==> config.mk <==
export PLATFORM = sky130hd
export DESIGN_NAME = button_encoder_debounce_flat
export DESIGN_NICKNAME = d
export VERILOG_FILES = /design/src/bed_pkg.sv /design/src/bed_req_if.sv /design/src/bed_rsp_if.sv /design/src/bed_chan.sv /design/src/button_encoder_debounce.sv /design/src/flat_wrapper.sv
export SDC_FILE = /design/constraint.sdc
export NUM_CORES = 1
export LEC_CHECK = 0
export BUFFER_PORTS_ARGS = -buffer_cell sky130_fd_sc_hd__buf_2
export CAP_MARGIN = 40
export CORE_MARGIN = 5
export CORE_UTILIZATION = 48
export CTS_BUF_LIST = sky130_fd_sc_hd__clkbuf_8
export DETAILED_ROUTE_END_ITERATION = 12
export PLACE_DENSITY_LB_ADDON = 0.3
export SLEW_MARGIN = 20
export SYNTH_ARGS = -nofsm -noshare
export SYNTH_HDL_FRONTEND = slang
export SYNTH_SLANG_ARGS = --single-unit
==> constraint.sdc <==
create_clock -name i_clk -period 8.7 [get_ports i_clk]
set_input_delay 0.435 -clock i_clk [delete_from_list [all_inputs] [get_ports i_clk]]
set_output_delay 0.435 -clock i_clk [all_outputs]
set_load 0.01 [all_outputs]
==> src/bed_pkg.sv <==
// Shared types and constants for the button and encoder debouncer.
`default_nettype none
package bed_pkg;

    localparam int COUNT_LIMIT_DEF = 500;
    localparam int NUM_CHAN        = 7;
    localparam int NUM_BUTTONS     = 6;
    localparam int ENC_CHAN        = 6;

    localparam int WAIT_W    = 9;
    localparam int CHAN_W    = 3;
    localparam int EVENT_W   = 2;
    localparam int CFG_IDX_W = 1;

    localparam logic [WAIT_W-1:0] BUTTON_WAIT_RST  = 9'd1;
    localparam logic [WAIT_W-1:0] ENCODER_WAIT_RST = 9'd3;

    localparam logic KIND_EDGE = 1'b0;
    localparam logic KIND_TICK = 1'b1;

    localparam logic [CFG_IDX_W-1:0] REG_BUTTON_WAIT  = 1'd0;
    localparam logic [CFG_IDX_W-1:0] REG_ENCODER_WAIT = 1'd1;

    typedef enum logic [EVENT_W-1:0] {
        ENC_NONE = 2'd0,
        ENC_CW   = 2'd1,
        ENC_CCW  = 2'd2
    } t_enc_event;

    typedef struct packed {
        logic edge_hit;
        logic tick;
    } t_chan_ctl;

endpackage
`default_nettype wire

==> src/bed_req_if.sv <==
// Request channel carrying one edge or tick item.
`default_nettype none
interface bed_req_if import bed_pkg::*; ();
    logic                   valid;
    logic                   ready;
    logic                   kind;
    logic [CHAN_W-1:0]      channel;
    logic [NUM_BUTTONS-1:0] button_levels;
    logic                   enc_a;
    logic                   enc_b;

    modport source (output valid, kind, channel, button_levels, enc_a, enc_b,
                    input ready);
    modport sink   (input valid, kind, channel, button_levels, enc_a, enc_b,
                    output ready);
endinterface
`default_nettype wire

==> src/bed_rsp_if.sv <==
// Result channel carrying the events reported for one request.
`default_nettype none
interface bed_rsp_if import bed_pkg::*; ();
    logic                   valid;
    logic                   ready;
    logic [EVENT_W-1:0]     enc_event;
    logic [NUM_BUTTONS-1:0] pushed_mask;
    logic [NUM_BUTTONS-1:0] released_mask;

    modport source (output valid, enc_event, pushed_mask, released_mask,
                    input ready);
    modport sink   (input valid, enc_event, pushed_mask, released_mask,
                    output ready);
endinterface
`default_nettype wire

==> src/bed_chan.sv <==
// Settle counter and pending flag for one debounced channel.
`default_nettype none
module bed_chan import bed_pkg::*; #(
    parameter int COUNT_LIMIT = COUNT_LIMIT_DEF
) (
    input  wire logic              i_clk,
    input  wire logic              i_rst_n,
    input  wire t_chan_ctl         i_ctl,
    input  wire logic [WAIT_W-1:0] i_wait,
    output logic                   o_fire
);

    localparam int CW = $clog2(COUNT_LIMIT + 1);

    logic [CW-1:0] r_count, n_count;
    logic          r_pending, n_pending;
    logic [CW-1:0] count_inc;

    // The counter saturates so that a long quiet period cannot wrap it.
    assign count_inc = (r_count < CW'(COUNT_LIMIT)) ? r_count + CW'(1) : r_count;
    assign o_fire    = i_ctl.tick && r_pending && (WAIT_W'(count_inc) > i_wait);

    always_comb begin
        n_count   = r_count;
        n_pending = r_pending;
        if (i_ctl.edge_hit && !r_pending) begin
            n_count   = '0;
            n_pending = 1'b1;
        end else if (i_ctl.tick) begin
            n_count = count_inc;
            if (o_fire) begin
                n_pending = 1'b0;
            end
        end
    end

    always_ff @(posedge i_clk) begin
        if (!i_rst_n) begin
            r_count   <= '0;
            r_pending <= 1'b0;
        end else begin
            r_count   <= n_count;
            r_pending <= n_pending;
        end
    end

endmodule
`default_nettype wire

==> src/button_encoder_debounce.sv <==
// Debouncer for six push buttons and one rotary-encoder channel.
// A result is held in the output register from the cycle after its request is taken.
// Throughput: one request per cycle; channel state updates in the accepting cycle.
// A request is taken while the output register is empty or being drained.
// Synchronous active-low reset clears all counters and pending flags,
// loads the default waits, and empties the output register.
`default_nettype none
module button_encoder_debounce import bed_pkg::*; #(
    parameter int COUNT_LIMIT = COUNT_LIMIT_DEF
) (
    input  wire logic                 i_clk,
    input  wire logic                 i_rst_n,
    input  wire logic                 i_cfg_we,
    input  wire logic [CFG_IDX_W-1:0] i_cfg_index,
    input  wire logic [WAIT_W-1:0]    i_cfg_data,
    bed_req_if.sink                   i_req,
    bed_rsp_if.source                 o_rsp
);

    logic [WAIT_W-1:0]      r_button_wait;
    logic [WAIT_W-1:0]      r_encoder_wait;
    logic                   r_out_valid;
    t_enc_event             r_enc_event, n_enc_event;
    logic [NUM_BUTTONS-1:0] r_pushed, r_released;

    logic                   accept;
    logic                   is_tick;
    logic [NUM_CHAN-1:0]    fire;

    assign i_req.ready = !r_out_valid || o_rsp.ready;
    assign accept      = i_req.valid && i_req.ready;
    assign is_tick     = (i_req.kind == KIND_TICK);

    for (genvar g = 0; g < NUM_CHAN; g++) begin : g_chan
        t_chan_ctl ctl;
        assign ctl.edge_hit = accept && !is_tick && (i_req.channel == CHAN_W'(g));
        assign ctl.tick     = accept && is_tick;

        bed_chan #(
            .COUNT_LIMIT(COUNT_LIMIT)
        ) u_chan (
            .i_clk  (i_clk),
            .i_rst_n(i_rst_n),
            .i_ctl  (ctl),
            .i_wait ((g == ENC_CHAN) ? r_encoder_wait : r_button_wait),
            .o_fire (fire[g])
        );
    end

    always_comb begin
        if (!fire[ENC_CHAN]) begin
            n_enc_event = ENC_NONE;
        end else if (i_req.enc_a == i_req.enc_b) begin
            n_enc_event = ENC_CW;
        end else begin
            n_enc_event = ENC_CCW;
        end
    end

    always_ff @(posedge i_clk) begin
        if (!i_rst_n) begin
            r_button_wait  <= BUTTON_WAIT_RST;
            r_encoder_wait <= ENCODER_WAIT_RST;
        end else if (i_cfg_we) begin
            unique case (i_cfg_index)
                REG_BUTTON_WAIT:  r_button_wait  <= i_cfg_data;
                REG_ENCODER_WAIT: r_encoder_wait <= i_cfg_data;
                default: ;
            endcase
        end
    end

    always_ff @(posedge i_clk) begin
        if (!i_rst_n) begin
            r_out_valid <= 1'b0;
        end else if (accept) begin
            r_out_valid <= 1'b1;
        end else if (o_rsp.ready) begin
            r_out_valid <= 1'b0;
        end
    end

    // Masks come out zero on edge requests because no channel fires then.
    always_ff @(posedge i_clk) begin
        if (accept) begin
            r_enc_event <= n_enc_event;
            r_pushed    <= fire[NUM_BUTTONS-1:0] & ~i_req.button_levels;
            r_released  <= fire[NUM_BUTTONS-1:0] & i_req.button_levels;
        end
    end

    assign o_rsp.valid         = r_out_valid;
    assign o_rsp.enc_event     = r_enc_event;
    assign o_rsp.pushed_mask   = r_pushed;
    assign o_rsp.released_mask = r_released;

endmodule
`default_nettype wire
==> src/flat_wrapper.sv <==
// flat-port wrapper written by rule: the top's interface ports become plain ports
module button_encoder_debounce_flat import bed_pkg::*;
#(
    parameter int COUNT_LIMIT = COUNT_LIMIT_DEF
)
  (i_clk, i_rst_n, i_cfg_we, i_cfg_index, i_cfg_data, i_req_valid, i_req_kind, i_req_channel, i_req_button_levels, i_req_enc_a, i_req_enc_b, i_req_ready, o_rsp_valid, o_rsp_enc_event, o_rsp_pushed_mask, o_rsp_released_mask, o_rsp_ready);
  bed_req_if i_req_i ();
  bed_rsp_if o_rsp_i ();
  input  wire logic i_clk;
  input  wire logic i_rst_n;
  input  wire logic i_cfg_we;
  input  wire logic [CFG_IDX_W-1:0] i_cfg_index;
  input  wire logic [WAIT_W-1:0] i_cfg_data;
  input wire logic [$bits(i_req_i.valid)-1:0] i_req_valid;
  input wire logic [$bits(i_req_i.kind)-1:0] i_req_kind;
  input wire logic [$bits(i_req_i.channel)-1:0] i_req_channel;
  input wire logic [$bits(i_req_i.button_levels)-1:0] i_req_button_levels;
  input wire logic [$bits(i_req_i.enc_a)-1:0] i_req_enc_a;
  input wire logic [$bits(i_req_i.enc_b)-1:0] i_req_enc_b;
  output wire logic [$bits(i_req_i.ready)-1:0] i_req_ready;
  output wire logic [$bits(o_rsp_i.valid)-1:0] o_rsp_valid;
  output wire logic [$bits(o_rsp_i.enc_event)-1:0] o_rsp_enc_event;
  output wire logic [$bits(o_rsp_i.pushed_mask)-1:0] o_rsp_pushed_mask;
  output wire logic [$bits(o_rsp_i.released_mask)-1:0] o_rsp_released_mask;
  input wire logic [$bits(o_rsp_i.ready)-1:0] o_rsp_ready;
  assign i_req_i.valid = i_req_valid;
  assign i_req_i.kind = i_req_kind;
  assign i_req_i.channel = i_req_channel;
  assign i_req_i.button_levels = i_req_button_levels;
  assign i_req_i.enc_a = i_req_enc_a;
  assign i_req_i.enc_b = i_req_enc_b;
  assign i_req_ready = i_req_i.ready;
  assign o_rsp_valid = o_rsp_i.valid;
  assign o_rsp_enc_event = o_rsp_i.enc_event;
  assign o_rsp_pushed_mask = o_rsp_i.pushed_mask;
  assign o_rsp_released_mask = o_rsp_i.released_mask;
  assign o_rsp_i.ready = o_rsp_ready;
  button_encoder_debounce #(.COUNT_LIMIT(COUNT_LIMIT)) u_core (.i_clk(i_clk), .i_rst_n(i_rst_n), .i_cfg_we(i_cfg_we), .i_cfg_index(i_cfg_index), .i_cfg_data(i_cfg_data), .i_req(i_req_i), .o_rsp(o_rsp_i));
endmodule
==> results.json <==
{
  "avgSynthCellArea_um2": 8.171,
  "cts_tree": "yes",
  "synthCells": 856,
  "start_util": 0.4849,
  "end_kind": "register",
  "vdd_drop_max_uv": 59.60,
  "synth_edf_count": 14,
  "design_area_mm2": 0.007468,
  "n_antenna_cell": 0,
  "slowest_stage": "a2111oi_0",
  "max_slew.worst_pin.slew_ns": 0.8366,
  "wl_per_cell_um": 15.86,
  "yosys.area.top_type_share": 0.2547,
  "synth-seq-cells": 103,
  "n_fill_cell": 1405,
  "drtIter0Drc": 368,
  "ant_nets": 0,
  "place_congestion": 0.8532,
  "slowest_delay_ns": 0.76,
  "cp-start-kind": "register",
  "h-tree-depth": 3,
  "grt-ovfl-total": 0,
  "fin_skew_ns": 0.01134,
  "worstPathCellList": "ha_1 -> and4_1 -> nand2_1 -> xor2_1 -> nand2_1 -> ha_1 -> a41oi_1 -> o21ai_0 -> a2111oi_0 -> nor3b_1",
  "worstSkewPairLatency_ns": 0.39,
  "antenna_found_initial": 0,
  "r2r_end": "u_core.o_rsp.released_mask[0]",
  "final-seq-area_mm2": 0.002202,
  "drtPass1Iterations": 5,
  "final_util": 0.5178,
  "drc": 0,
  "timing.hold.worst.class": "input pin to register",
  "numClockSinks": 103,
  "placed_cells": 1037,
  "root_buffer": "clkbuf_8",
  "synth_cell_types": 43,
  "cts_buffers": 9,
  "track_usage": 0.2006,
  "nNetsFinal": 964,
  "reg2regPathDepth": 10,
  "fin_setup_tns_ns": 0,
  "placed_area_mm2": 0.007241,
  "rsz0062_at_grt": "false",
  "syn_to_final_growth_pct": 6.780,
  "cts_hold_buf": 0,
  "floorplan.die_area_mm2": 0.01709,
  "multi_input_area_mm2": 0.004414,
  "final_cell_mix": "nand2_1, dfxtp_1, a21oi_1, ha_1, nor2_1",
  "via_per_inst": 5.703,
  "drv_cap": 0,
  "crit_arrival_ns": 3.20,
  "syn_area_mm2": 0.006994,
  "min_from": "i_cfg_data[0]",
  "ios": 43,
  "startpoint": "u_core.g_chan[0].u_chan.r_count[0]",
  "finalCritPeriodShare": 0.3542,
  "critPathRequiredTime_ns": 8.82,
  "grt_pass1_vias": 5420,
  "fin_crit_ns": 3.082,
  "cts_setup_buffers": 0,
  "p_total_uw": 949.7,
  "hold_end": "u_core.r_encoder_wait[0]",
  "setup_viol": 0,
  "synth_nets": 953,
  "die_h_um": 130.7,
  "max_slew_margin": 0.4278,
  "synthTopCellsByArea": "dfxtp_1, ha_1, nand2_1",
  "yosys_warnings": 0,
  "clock_path_buffers": 2,
  "cp_top_family": "compound AO/OA/AOI/OAI gates",
  "r2r_start": "u_core.g_chan[0].u_chan.r_count[0]",
  "final_common_cell": "nand2_1",
  "design.core.area_mm2": 0.01442,
  "layout-drive-gt1-share": 0.1101,
  "vias": 6022,
  "clk_pin_slew_worst_paths_ns": 0.10,
  "status": "finished clean",
  "layout.cells.non_filler": 1056,
  "hpwl_um": 12360,
  "critPathKind": "register to register",
  "finalMaxSlewViolations": 0,
  "whs_path_depth": 3,
  "fmax_ghz": 0.3245,
  "synth_ff_type": "dfxtp_1",
  "yosysSeqAreaShare": 0.3148,
  "yosys.area.top_type": "dfxtp_1",
  "fp.dieW_um": 130.7,
  "totalWireLength_um": 16750,
  "cts_resized": 0,
  "rows": 44,
  "p_per_area_mw_per_mm2": 127.2,
  "grt_max_degree": 46,
  "hold_viol": 0,
  "grt_pass1_wl_um": 27010,
  "rrSetupSlack_ns": 5.62,
  "worst-path-buf-inv": 0,
  "io_buffer_count": 42,
  "p_leak_nw": 2.901,
  "synthArstFlopShare": 0,
  "crit_fanout": 5
}
==> kinds of logic after synthesis <==
family	count (synthesis)	synth area share
AND/OR/NAND/NOR	321	0.2225
XOR/XNOR	49	0.06136
adder cells (fa/ha/maj)	70	0.1252
flip-flops	103	0.3148
buffers and inverters	92	0.05420
AO/OA/AOI/OAI	221	0.2218
==> layout make-up <==
type,instances,share of cell area
Timing Repair Buffer,47,0.03418
Clock inverter,7,0.009884
Sequential cell,103,0.2949
Multi-Input combinational cell,661,0.5911
Tap cell,184,0.03083
Clock buffer,9,0.01659
Inverter,45,0.02262
==> tightest hold or removal path, delay by kind of cell <==
kind                   cells  cell delay [ns]
buffers and inverters      1             0.09
AND/OR/NAND/NOR            2             0.12
==> worst max path at each step <==
| stage | cells past startpoint | end | slack (ns) |
|---|---|---|---|
| after global placement | 9 | u_core.o_rsp.released_mask[1] | 5.68 |
| after global routing | 9 | u_core.o_rsp.released_mask[0] | 5.33 |
| after floorplan | 11 | u_core.o_rsp.released_mask[4] | 5.92 |
| final | 10 | u_core.o_rsp.released_mask[0] | 5.62 |
| after CTS | 9 | u_core.o_rsp.released_mask[1] | 5.58 |
| after detailed placement | 9 | u_core.o_rsp.pushed_mask[5] | 5.58 |
==> metal layers <==
layer / GRT usage / up-vias / routed length, um
met2: 0.3218 / 146 / 7709
met5: 0 / - / 0
li1: - / 3125 / -
met1: 0.2738 / 2722 / 8025
met3: 0.02358 / 29 / 614
met4: 0.08469 / 0 / 402
==> cells in the mapped netlist, types with 16 or more instances <==
cell type and n:
nand3_1 40, xor2_1 22, xnor2_1 27, ha_1 70, and4_1 26, a21boi_0 16
nor2_1 56, a211oi_1 21, inv_1 45, nand2_1 126, buf_2 24, o21ai_0 42
nor3_1 23, clkbuf_1 22, a21oi_1 71, dfxtp_1 89
==> flip-flops by register name (all words and copies together) (netlist names) <==
register,count
u_core.g_chan.u_chan.r_count,63
u_core.g_chan.u_chan.r_pending,7
u_core.o_rsp.enc_event,2
u_core.o_rsp.pushed_mask,6
u_core.o_rsp.released_mask,6
u_core.o_rsp.valid,1
u_core.r_button_wait,9
u_core.r_encoder_wait,9
==> through the flow <==
step	worst slack [ns]	hold slack, ns
final	5.618	0.2950
after global routing	5.334	0.2848
after CTS	5.581	0.2691
after detailed placement	5.582	0.4599
after global placement	5.677	0.4525
after floorplan	5.920	0.4435
==> power by group <==
part	switching [mW]	leakage, nW	internal (mW)
Combinational	0.0842	1.95	0.0536
Clock	0.175	0.0933	0.133
Sequential	0.0104	0.863	0.493
Power figures use the tool's default switching activity.
